$ cat config.mk
export PLATFORM = sky130hd
export DESIGN_NAME = delta_timeout_queue
export DESIGN_NICKNAME = d
export VERILOG_FILES = /design/src/sv/dtq_pkg.sv /design/src/sv/dtq_node_mem.sv /design/src/sv/dtq_free_stack.sv /design/src/sv/dtq_ctrl.sv /design/src/sv/delta_timeout_queue.sv
export SDC_FILE = /design/constraint.sdc
export NUM_CORES = 1
export LEC_CHECK = 0
export BUFFER_PORTS_ARGS = -buffer_cell sky130_fd_sc_hd__buf_4
export CORE_MARGIN = 2
export CORE_UTILIZATION = 55
export DETAILED_ROUTE_END_ITERATION = 12
export PLACE_DENSITY = 0.69
export SLEW_MARGIN = 20
export SYNTH_ARGS = -nofsm -noshare
export SYNTH_HDL_FRONTEND = slang
export SYNTH_SLANG_ARGS = --single-unit
$ cat constraint.sdc
create_clock -name clk -period 8.1 [get_ports clk]
set_input_delay 1.62 -clock clk [delete_from_list [all_inputs] [get_ports clk]]
set_output_delay 1.62 -clock clk [all_outputs]
set_load 0.01 [all_outputs]
$ cat src/sv/dtq_pkg.sv
// Shared types and constants for the delta-list timeout queue.
// Beat structs, mode and status codes, sequencer states. No dependencies.
package dtq_pkg;

	localparam int TIME_W    = 16;
	localparam int ID_W      = 8;
	localparam int MODE_W    = 2;
	localparam int STAT_W    = 2;
	localparam int CNT_OUT_W = 5;

	// Request modes (any other code behaves as a peek)
	localparam logic [MODE_W-1:0] MODE_INSERT = 2'd0;
	localparam logic [MODE_W-1:0] MODE_POP    = 2'd1;
	localparam logic [MODE_W-1:0] MODE_PEEK   = 2'd2;

	// Response status codes
	localparam logic [STAT_W-1:0] STAT_OK    = 2'd0;
	localparam logic [STAT_W-1:0] STAT_EMPTY = 2'd1;
	localparam logic [STAT_W-1:0] STAT_FULL  = 2'd2;

	typedef struct packed {
		logic [MODE_W-1:0] mode;
		logic [TIME_W-1:0] delay;
		logic [ID_W-1:0]   msg_id;
	} in_beat_t;

	typedef struct packed {
		logic [STAT_W-1:0]    status;
		logic [ID_W-1:0]      popped_id;
		logic [TIME_W-1:0]    popped_delta;
		logic                 head_valid;
		logic [ID_W-1:0]      head_id;
		logic [TIME_W-1:0]    head_delta;
		logic [CNT_OUT_W-1:0] entry_count;
	} out_beat_t;

	// Write enables of the three node field memories
	typedef struct packed {
		logic delta;
		logic id;
		logic link;
	} node_we_t;

	typedef enum logic [3:0] {
		ST_IDLE,
		ST_ALLOC,
		ST_RDNX,
		ST_CMP,
		ST_WR1,
		ST_WR2,
		ST_POPLINK,
		ST_POPHEAD,
		ST_RESP
	} state_t;

	// Where an insert lands in the list
	typedef enum logic [1:0] {
		KIND_EMPTY,
		KIND_FRONT,
		KIND_TAIL,
		KIND_MID
	} kind_t;

endpackage

$ cat src/sv/dtq_node_mem.sv
// Node storage: delta, id and link memories, one read port shared by all three.
// Read data is registered. Depends on dtq_pkg.
module dtq_node_mem #(
	parameter int CAPACITY = 16
) (
	input  logic                            clk,
	input  dtq_pkg::node_we_t               we,
	input  logic [$clog2(CAPACITY)-1:0]     delta_addr,
	input  logic [dtq_pkg::TIME_W-1:0]      delta_wdata,
	input  logic [dtq_pkg::ID_W-1:0]        id_wdata,
	input  logic [$clog2(CAPACITY)-1:0]     link_addr,
	input  logic [$clog2(CAPACITY)-1:0]     link_wdata,
	input  logic [$clog2(CAPACITY)-1:0]     rd_addr,
	output logic [dtq_pkg::TIME_W-1:0]      rd_delta,
	output logic [dtq_pkg::ID_W-1:0]        rd_id,
	output logic [$clog2(CAPACITY)-1:0]     rd_link
);
	import dtq_pkg::*;

	localparam int SLOT_W = $clog2(CAPACITY);

	logic [TIME_W-1:0] delta_mem [CAPACITY];
	logic [ID_W-1:0]   id_mem    [CAPACITY];
	logic [SLOT_W-1:0] link_mem  [CAPACITY];

	// Write delta and id at one address and link at its own address
	always_ff @(posedge clk) begin
		if (we.delta) begin
			delta_mem[delta_addr] <= delta_wdata;
		end
		if (we.id) begin
			id_mem[delta_addr] <= id_wdata;
		end
		if (we.link) begin
			link_mem[link_addr] <= link_wdata;
		end
	end

	// Read the whole node at one address
	always_ff @(posedge clk) begin
		rd_delta <= delta_mem[rd_addr];
		rd_id    <= id_mem[rd_addr];
		rd_link  <= link_mem[rd_addr];
	end

endmodule

$ cat src/sv/dtq_free_stack.sv
// Free-slot stack indexed by the entry count, with a high-water mark.
// Entries at or above the mark were never pushed and read as their own index.
// Depends on dtq_pkg.
module dtq_free_stack #(
	parameter int CAPACITY = 16
) (
	input  logic                              clk,
	input  logic                              arst_n,
	input  logic [$clog2(CAPACITY+1)-1:0]     count,
	input  logic                              alloc_take,
	input  logic                              push_en,
	input  logic [$clog2(CAPACITY)-1:0]       push_idx,
	input  logic [$clog2(CAPACITY)-1:0]       push_slot,
	output logic [$clog2(CAPACITY)-1:0]       alloc_slot
);
	import dtq_pkg::*;

	localparam int SLOT_W = $clog2(CAPACITY);
	localparam int CNT_W  = $clog2(CAPACITY+1);

	logic [SLOT_W-1:0] stack_mem [CAPACITY];
	logic [SLOT_W-1:0] rdata_s1;
	logic [CNT_W-1:0]  mark_q;

	// Push a freed slot; read the top for the next allocation
	always_ff @(posedge clk) begin
		if (push_en) begin
			stack_mem[push_idx] <= push_slot;
		end
		rdata_s1 <= stack_mem[count[SLOT_W-1:0]];
	end

	// Advance the high-water mark when a fresh slot is handed out
	always_ff @(posedge clk or negedge arst_n) begin
		if (!arst_n) begin
			mark_q <= '0;
		end else if (alloc_take && (count == mark_q)) begin
			mark_q <= mark_q + CNT_W'(1);
		end
	end

	assign alloc_slot = (count == mark_q) ? count[SLOT_W-1:0] : rdata_s1;

endmodule

$ cat src/sv/dtq_ctrl.sv
// Sequencer for the delta-list queue: accepts request beats, walks the list
// through the node memory, writes back and registers one response beat.
// Depends on dtq_pkg; drives dtq_node_mem and dtq_free_stack.
module dtq_ctrl #(
	parameter int CAPACITY = 16
) (
	input  logic                              clk,
	input  logic                              arst_n,
	input  logic                              in_valid,
	output logic                              in_ready,
	input  dtq_pkg::in_beat_t                 in_data,
	output logic                              out_valid,
	input  logic                              out_ready,
	output dtq_pkg::out_beat_t                out_data,
	output dtq_pkg::node_we_t                 mem_we,
	output logic [$clog2(CAPACITY)-1:0]       mem_delta_addr,
	output logic [dtq_pkg::TIME_W-1:0]        mem_delta_wdata,
	output logic [dtq_pkg::ID_W-1:0]          mem_id_wdata,
	output logic [$clog2(CAPACITY)-1:0]       mem_link_addr,
	output logic [$clog2(CAPACITY)-1:0]       mem_link_wdata,
	output logic [$clog2(CAPACITY)-1:0]       mem_rd_addr,
	input  logic [dtq_pkg::TIME_W-1:0]        mem_rd_delta,
	input  logic [dtq_pkg::ID_W-1:0]          mem_rd_id,
	input  logic [$clog2(CAPACITY)-1:0]       mem_rd_link,
	output logic [$clog2(CAPACITY+1)-1:0]     fs_count,
	output logic                              fs_take,
	output logic                              fs_push,
	output logic [$clog2(CAPACITY)-1:0]       fs_push_idx,
	output logic [$clog2(CAPACITY)-1:0]       fs_push_slot,
	input  logic [$clog2(CAPACITY)-1:0]       fs_alloc_slot
);
	import dtq_pkg::*;

	localparam int SLOT_W = $clog2(CAPACITY);
	localparam int CNT_W  = $clog2(CAPACITY+1);
	localparam logic [CNT_W-1:0] CAP_CNT = CNT_W'(CAPACITY);

	state_t            state_q, state_d;
	in_beat_t          op_q;
	kind_t             kind_q, kind_c;
	logic [SLOT_W-1:0] slot_q, it_q, nx_q, head_q, tail_q;
	logic [TIME_W-1:0] cur_q, gap_q, nxd_q, total_q, head_delta_q;
	logic [ID_W-1:0]   head_id_q, pop_id_q;
	logic [TIME_W-1:0] pop_delta_q;
	logic [STAT_W-1:0] status_q;
	logic [CNT_W-1:0]  count_q;
	out_beat_t         out_q, resp_c;
	logic              out_valid_q;

	logic              accept, out_free, list_empty, is_full;
	logic [TIME_W:0]   sum_c;
	logic              stop_c;
	logic [TIME_W-1:0] gap_c;

	assign in_ready   = (state_q == ST_IDLE);
	assign accept     = in_valid && in_ready;
	assign out_free   = !out_valid_q || out_ready;
	assign list_empty = (count_q == '0);
	assign is_full    = (count_q >= CAP_CNT);
	assign out_valid  = out_valid_q;
	assign out_data   = out_q;

	// Walk step: running absolute time of the candidate successor
	assign sum_c  = {1'b0, cur_q} + {1'b0, mem_rd_delta};
	assign stop_c = (sum_c >= {1'b0, op_q.delay});
	assign gap_c  = op_q.delay - cur_q;

	// Classify the insert position from the cached head and running total
	always_comb begin
		if (list_empty) begin
			kind_c = KIND_EMPTY;
		end else if (op_q.delay <= head_delta_q) begin
			kind_c = KIND_FRONT;
		end else if (op_q.delay > total_q) begin
			kind_c = KIND_TAIL;
		end else begin
			kind_c = KIND_MID;
		end
	end

	// Response as seen after the step
	always_comb begin
		resp_c              = '0;
		resp_c.status       = status_q;
		resp_c.popped_id    = pop_id_q;
		resp_c.popped_delta = pop_delta_q;
		resp_c.head_valid   = !list_empty;
		resp_c.head_id      = list_empty ? '0 : head_id_q;
		resp_c.head_delta   = list_empty ? '0 : head_delta_q;
		resp_c.entry_count  = CNT_OUT_W'(count_q);
	end

	// Next state
	always_comb begin
		state_d = state_q;
		case (state_q)
			ST_IDLE: begin
				if (accept) begin
					case (in_data.mode)
						MODE_INSERT: state_d = is_full ? ST_RESP : ST_ALLOC;
						MODE_POP: begin
							if (count_q > CNT_W'(1)) begin
								state_d = ST_POPLINK;
							end else begin
								state_d = ST_RESP;
							end
						end
						default: state_d = ST_RESP;
					endcase
				end
			end
			ST_ALLOC:   state_d = (kind_c == KIND_MID) ? ST_RDNX : ST_WR1;
			ST_RDNX:    state_d = ST_CMP;
			ST_CMP:     state_d = stop_c ? ST_WR1 : ST_CMP;
			ST_WR1: begin
				if (kind_q == KIND_EMPTY || kind_q == KIND_TAIL) begin
					state_d = ST_RESP;
				end else begin
					state_d = ST_WR2;
				end
			end
			ST_WR2:     state_d = ST_RESP;
			ST_POPLINK: state_d = ST_POPHEAD;
			ST_POPHEAD: state_d = ST_RESP;
			ST_RESP:    state_d = out_free ? ST_IDLE : ST_RESP;
			default:    state_d = ST_IDLE;
		endcase
	end

	// Memory and free-stack controls
	always_comb begin
		mem_we          = '0;
		mem_delta_addr  = slot_q;
		mem_delta_wdata = op_q.delay;
		mem_id_wdata    = op_q.msg_id;
		mem_link_addr   = slot_q;
		mem_link_wdata  = slot_q;
		mem_rd_addr     = head_q;
		fs_take         = 1'b0;
		fs_push         = 1'b0;
		fs_push_idx     = SLOT_W'(count_q - CNT_W'(1));
		fs_push_slot    = head_q;
		case (state_q)
			ST_IDLE: begin
				fs_push = accept && (in_data.mode == MODE_POP) && !list_empty;
			end
			ST_ALLOC: begin
				fs_take = 1'b1;
			end
			ST_RDNX, ST_CMP, ST_POPLINK: begin
				mem_rd_addr = mem_rd_link;
			end
			ST_WR1: begin
				mem_we = '{delta: 1'b1, id: 1'b1, link: 1'b1};
				case (kind_q)
					KIND_FRONT: mem_link_wdata = head_q;
					KIND_TAIL: begin
						mem_delta_wdata = op_q.delay - total_q;
						mem_link_addr   = tail_q;
					end
					KIND_MID: begin
						mem_delta_wdata = gap_q;
						mem_link_addr   = it_q;
					end
					default: ;
				endcase
			end
			ST_WR2: begin
				mem_we.delta = 1'b1;
				if (kind_q == KIND_FRONT) begin
					mem_delta_addr  = head_q;
					mem_delta_wdata = head_delta_q - op_q.delay;
				end else begin
					mem_delta_addr  = nx_q;
					mem_delta_wdata = nxd_q;
					mem_we.link     = 1'b1;
					mem_link_wdata  = nx_q;
				end
			end
			default: ;
		endcase
	end

	assign fs_count = count_q;

	// Control registers: state, list ends, count, running total, output valid
	always_ff @(posedge clk or negedge arst_n) begin
		if (!arst_n) begin
			state_q     <= ST_IDLE;
			head_q      <= '0;
			tail_q      <= '0;
			count_q     <= '0;
			total_q     <= '0;
			out_valid_q <= 1'b0;
		end else begin
			state_q <= state_d;
			// raise valid as the response register loads, drop it once the beat leaves
			if (state_q == ST_RESP && out_free) begin
				out_valid_q <= 1'b1;
			end else if (out_ready) begin
				out_valid_q <= 1'b0;
			end
			case (state_q)
				ST_IDLE: begin
					// drop the head and rebase the running total
					if (accept && (in_data.mode == MODE_POP) && !list_empty) begin
						count_q <= count_q - CNT_W'(1);
						if (count_q == CNT_W'(1)) begin
							head_q  <= '0;
							tail_q  <= '0;
							total_q <= '0;
						end else begin
							total_q <= total_q - head_delta_q;
						end
					end
				end
				ST_WR1: begin
					if (kind_q == KIND_EMPTY) begin
						head_q  <= slot_q;
						tail_q  <= slot_q;
						total_q <= op_q.delay;
						count_q <= count_q + CNT_W'(1);
					end else if (kind_q == KIND_TAIL) begin
						tail_q  <= slot_q;
						total_q <= op_q.delay;
						count_q <= count_q + CNT_W'(1);
					end
				end
				ST_WR2: begin
					if (kind_q == KIND_FRONT) begin
						head_q <= slot_q;
					end
					count_q <= count_q + CNT_W'(1);
				end
				ST_POPLINK: begin
					head_q <= mem_rd_link;
				end
				default: ;
			endcase
		end
	end

	// Payload registers: request, walk cursor, head cache, response fields
	always_ff @(posedge clk) begin
		case (state_q)
			ST_IDLE: begin
				if (accept) begin
					op_q <= in_data;
					if (in_data.mode == MODE_INSERT && is_full) begin
						status_q <= STAT_FULL;
					end else if (in_data.mode == MODE_POP && list_empty) begin
						status_q <= STAT_EMPTY;
					end else begin
						status_q <= STAT_OK;
					end
					if (in_data.mode == MODE_POP && !list_empty) begin
						pop_id_q    <= head_id_q;
						pop_delta_q <= head_delta_q;
					end else begin
						pop_id_q    <= '0;
						pop_delta_q <= '0;
					end
				end
			end
			ST_ALLOC: begin
				slot_q <= fs_alloc_slot;
				kind_q <= kind_c;
				it_q   <= head_q;
				cur_q  <= head_delta_q;
			end
			ST_RDNX: begin
				nx_q <= mem_rd_link;
			end
			ST_CMP: begin
				// stop ahead of the first entry not earlier than the new one
				if (stop_c) begin
					gap_q <= gap_c;
					nxd_q <= mem_rd_delta - gap_c;
				end else begin
					cur_q <= sum_c[TIME_W-1:0];
					it_q  <= nx_q;
					nx_q  <= mem_rd_link;
				end
			end
			ST_WR1: begin
				if (kind_q == KIND_EMPTY) begin
					head_delta_q <= op_q.delay;
					head_id_q    <= op_q.msg_id;
				end
			end
			ST_WR2: begin
				if (kind_q == KIND_FRONT) begin
					head_delta_q <= op_q.delay;
					head_id_q    <= op_q.msg_id;
				end
			end
			ST_POPHEAD: begin
				head_delta_q <= mem_rd_delta;
				head_id_q    <= mem_rd_id;
			end
			ST_RESP: begin
				if (out_free) begin
					out_q <= resp_c;
				end
			end
			default: ;
		endcase
	end

endmodule

$ cat src/sv/delta_timeout_queue.sv
// Top level of the delta-list timeout queue: sequencer, node memory, free stack.
// Depends on dtq_pkg, dtq_node_mem, dtq_free_stack and dtq_ctrl.
//
//   channel | direction | handshake            | payload
//   --------+-----------+----------------------+--------------------
//   in      | sink      | in_valid / in_ready  | in_data  (in_beat_t)
//   out     | source    | out_valid / out_ready| out_data (out_beat_t)
//
// One request beat at a time. Peek goes straight to the response register. Pop
// reads the node memory twice when entries remain, the link and then the fields
// of the new head. Insert allocates a slot and writes the node at the head or tail;
// in the middle it first walks the list entry by entry through the one read port of
// the node memory. Reset empties the queue at once; no clearing pass. A waiting
// response does not block the next request beat, only the next response.
module delta_timeout_queue #(
	parameter int CAPACITY = 16
) (
	input  logic                clk,
	input  logic                arst_n,
	input  logic                in_valid,
	output logic                in_ready,
	input  dtq_pkg::in_beat_t   in_data,
	output logic                out_valid,
	input  logic                out_ready,
	output dtq_pkg::out_beat_t  out_data
);
	import dtq_pkg::*;

	localparam int SLOT_W = $clog2(CAPACITY);
	localparam int CNT_W  = $clog2(CAPACITY+1);

	node_we_t          mem_we;
	logic [SLOT_W-1:0] mem_delta_addr, mem_link_addr, mem_link_wdata, mem_rd_addr;
	logic [TIME_W-1:0] mem_delta_wdata, mem_rd_delta;
	logic [ID_W-1:0]   mem_id_wdata, mem_rd_id;
	logic [SLOT_W-1:0] mem_rd_link;
	logic [CNT_W-1:0]  fs_count;
	logic              fs_take, fs_push;
	logic [SLOT_W-1:0] fs_push_idx, fs_push_slot, fs_alloc_slot;

	dtq_node_mem #(.CAPACITY(CAPACITY)) u_node_mem (
		.clk         (clk),
		.we          (mem_we),
		.delta_addr  (mem_delta_addr),
		.delta_wdata (mem_delta_wdata),
		.id_wdata    (mem_id_wdata),
		.link_addr   (mem_link_addr),
		.link_wdata  (mem_link_wdata),
		.rd_addr     (mem_rd_addr),
		.rd_delta    (mem_rd_delta),
		.rd_id       (mem_rd_id),
		.rd_link     (mem_rd_link)
	);

	dtq_free_stack #(.CAPACITY(CAPACITY)) u_free_stack (
		.clk        (clk),
		.arst_n     (arst_n),
		.count      (fs_count),
		.alloc_take (fs_take),
		.push_en    (fs_push),
		.push_idx   (fs_push_idx),
		.push_slot  (fs_push_slot),
		.alloc_slot (fs_alloc_slot)
	);

	dtq_ctrl #(.CAPACITY(CAPACITY)) u_ctrl (
		.clk             (clk),
		.arst_n          (arst_n),
		.in_valid        (in_valid),
		.in_ready        (in_ready),
		.in_data         (in_data),
		.out_valid       (out_valid),
		.out_ready       (out_ready),
		.out_data        (out_data),
		.mem_we          (mem_we),
		.mem_delta_addr  (mem_delta_addr),
		.mem_delta_wdata (mem_delta_wdata),
		.mem_id_wdata    (mem_id_wdata),
		.mem_link_addr   (mem_link_addr),
		.mem_link_wdata  (mem_link_wdata),
		.mem_rd_addr     (mem_rd_addr),
		.mem_rd_delta    (mem_rd_delta),
		.mem_rd_id       (mem_rd_id),
		.mem_rd_link     (mem_rd_link),
		.fs_count        (fs_count),
		.fs_take         (fs_take),
		.fs_push         (fs_push),
		.fs_push_idx     (fs_push_idx),
		.fs_push_slot    (fs_push_slot),
		.fs_alloc_slot   (fs_alloc_slot)
	);

endmodule
==> impl_metrics.tcl <==
set metrics [dict create \
    fillers 4552 \
    synth_top_area_share_pct 60.66 \
    diodes 0 \
    ys_seq_area_share_pct 65.30 \
    endpoint_kind "register" \
    vdd_drop_max_uv 312.6 \
    setup_tns_ns 0 \
    grt_max_degree 113 \
    die_w_um 255.7 \
    hold_viol 0 \
    cp-start-kind "register" \
    antenna_found_initial 0 \
    dp_hpwl_um 54780 \
    wirelength_um 82700 \
    worstPathMaxFanout 20 \
    drt_pass1_iterations 6 \
    ff2ff_path_depth 16 \
    r2r_slack_ns 2.88 \
    period_minus_slack_ns 5.224 \
    synth_nets 2496 \
    place.gp.congestion 0.8887 \
    cts_root_buf "clkbuf_16" \
    multiInputGateArea_um2 11370 \
    leakage_nw 13.96 \
    cp_data_arrival_time_ns 5.48 \
    routedWlPerCell_um 24.42 \
    p_per_area_nw_per_um2 388.8 \
    drive_gt1_share_pct 18.78 \
    drv_cap 0 \
    wl_met1_um 35500 \
    ctsResizeCount 0 \
    cts_tree "built" \
    regArea_um2 22760 \
    power_w 0.01529 \
    mappedNetlistArea_um2 34850 \
    synth.area.top_cells "edfxtp_1 (61%), mux4_2 (8.5%), ha_1 (4.2%)" \
    maxSlewHeadroom_pct 27.02 \
    htreeDepth 3 \
    gr-total-overflow 0 \
    clock_skew_ns 0.02470 \
    setup_viol 0 \
    vias_per_cell 6.116 \
    holdBufCountCts 0 \
    die_area_um2 65400 \
    synthArstFlopShare_pct 5.032 \
    rr_startpoint "u_ctrl.cur_q[0]" \
    top_layer "met4" \
    clk_pin_slew_ns 0.06 \
    clkSinkCount 775 \
    yosys_warnings 0 \
    drc 0 \
    cts_setup_buffers 0 \
    synth-main-ff-cell "edfxtp_1" \
    core_area_um2 62850 \
    numCtsBuffers 78 \
    grt_pass1_vias 20850 \
    synthCells 2344 \
    grt_usage_pct 25.39 \
    die_y_um 255.7 \
    grt_pass1_wl_um 125400 \
    rsz0062_at_grt "false" \
    port_buffers 87 \
    insertion_delay_ns 0.64 \
    dr_wl_met3_um 5756 \
    antenna_left 0 \
    holdWs_ns 0.4149 \
    timing.rr.end "u_ctrl.cur_q[3]" \
    whs_endpoint "u_ctrl.out_data[50]" \
    rows 92 \
    dpl_cell_area_um2 36660 \
    maxSlewViolCount 0 \
    clk_path_buf_depth 3 \
    synth_cell_types 76 \
    hold_start "u_ctrl.pop_id_q[4]" \
    outcome "finished clean" \
    synth_largest_area_cell "edfxtp_1" \
    nets 2627 \
    io_pins 88 \
    area_growth_pct 12.81 \
    required_ns 8.36 \
    drtIter0Drc 2283 \
    start_util_pct 55.45 \
    fin_crit_sh_pct 64.49 \
    fmax_mhz 191.4 \
    wl_met2_um 39210 \
    worst_pin_slew_ns 1.095 \
    dr_total_vias 20710 \
    holdCritPathClass "register to register" \
    synth.avg_cell_area_um2 14.87 \
    worstSetupPathType "register to register" \
    ys_ff_latch 775 \
    min_path_cells 0 \
    synth-edff-count 704 \
    fin_area_um2 39320 \
]
[state kept, by name, summed over array words and instances (netlist names), 5 cells and up]
name,cells
u_ctrl.cur_q,16
u_ctrl.fs_count,5
u_ctrl.gap_q,16
u_ctrl.head_delta_q,16
u_ctrl.head_id_q,8
u_ctrl.mem_id_wdata,8
u_ctrl.nxd_q,16
u_ctrl.op_q,16
u_ctrl.out_data,56
u_ctrl.pop_delta_q,16
u_ctrl.pop_id_q,8
u_ctrl.total_q,16
u_free_stack.mark_q,5
u_free_stack.stack_mem,64
u_node_mem.delta_mem,256
u_node_mem.id_mem,128
u_node_mem.link_mem,64
u_node_mem.rd_delta,16
u_node_mem.rd_id,8
[critical path: stages (launching register included)]
cell and delay [ns]:
edfxtp_1 0.41, ha_1 0.23, fa_1 0.42, a211oi_1 0.32, o21ai_0 0.15, a21oi_1 0.33, o21ai_0 0.21, a21oi_1 0.21
xnor2_1 0.17, ha_1 0.29, nand4_1 0.10, a21oi_1 0.07, a2111oi_0 0.41, a31oi_1 0.14, nor3_1 0.57, inv_1 0.17
o21ai_4 0.61
[how the worst max path moves through the flow]
stage	start	end	slack, ns	cells after the start
after floorplan	u_ctrl.cur_q[0]	u_ctrl.cur_q[0]	2.85	16
after global placement	u_ctrl.cur_q[0]	u_ctrl.cur_q[0]	2.64	16
after detailed placement	u_ctrl.cur_q[0]	u_ctrl.cur_q[0]	2.61	16
after CTS	u_ctrl.cur_q[0]	u_ctrl.cur_q[3]	2.59	16
after global routing	u_ctrl.cur_q[0]	u_ctrl.cur_q[3]	2.48	16
final	u_ctrl.cur_q[0]	u_ctrl.cur_q[3]	2.88	16
[layout by cell type, fill, tap and decap left out, types with 6 or more instances in the layout]
cell and count:
edfxtp_1 704, nor2_1 157, nand2_1 154, buf_4 141, mux4_2 132, ha_1 116, inv_1 112, a21oi_1 96
o21ai_0 91, clkbuf_16 81, xnor2_1 63, and2_1 54, a31oi_1 48, nor3_1 46, mux2_2 45, dfrtp_1 39
nand3_1 32, a211oi_1 32, dfxtp_1 32, a21o_1 31, xor2_1 29, nand2b_1 23, o21a_1 17, clkbuf_1 16
a22oi_1 15, mux2i_1 13, clkinv_2 13, nand4_1 12, nor2b_1 12, and3_1 12, o211ai_1 10, a222oi_1 9
or2_2 8, or3_1 8, clkinv_1 8, bufinv_16 7, fa_1 6, clkinvlp_4 6
[logic make-up (layout without fill, tap and decap cells)]
kind of cell / Yosys count / in the layout / synth area share [%]
buf+inv: 203 / 399 / 2.369
xor+xnor: 92 / 92 / 2.312
flops: 775 / 775 / 65.30
simple gates: 542 / 542 / 7.327
compound gates: 416 / 416 / 7.712
mux: 194 / 194 / 10.47
fa+ha+maj: 122 / 122 / 4.509
[through the flow]
stage | util, % | instances | setup slack [ns]
CTS | 62.50 | 3385 | 2.589
global placement | 58.33 | 3240 | 2.638
detailed placement | 58.33 | 3240 | 2.613
finish | 62.55 | 3386 | 2.876
global route | 62.55 | 3386 | 2.477
floorplan | - | 2344 | 2.855
[Yosys cell counts, types with 39 or more instances]
cell and count:
dfrtp_1 39, o21ai_0 92, mux2_2 45, inv_1 112, nor2_1 159, clkbuf_1 53
a21oi_1 97, nand2_1 155, and2_1 56, mux4_2 132, edfxtp_1 704, ha_1 116
a31oi_1 48, xnor2_1 63, nor3_1 46
[cell type report]
| type | instances | share of cell area [%] |
|---|---|---|
| flip-flops and latches | 775 | 57.88 |
| multi-input cells | 1366 | 28.93 |
| clock buffers | 102 | 5.483 |
| repair buffers | 142 | 2.743 |
| well taps | 846 | 2.692 |
| clock inverters | 43 | 1.197 |
| inverters | 112 | 1.069 |
[metal layers]
metal  global-route usage [%]  vias to the layer above
met5                        0                        -
met4                    7.700                        0
met3                    4.486                      125
met2                    40.04                      799
met1                    36.53                    10480
li1                         -                     9308
[power by group]
group          switching [W]  internal [W]
clock network        0.00155       0.00212
registers           0.000454       0.00523
logic                0.00350       0.00243
Note: power is estimated with default switching activity, not from simulation.
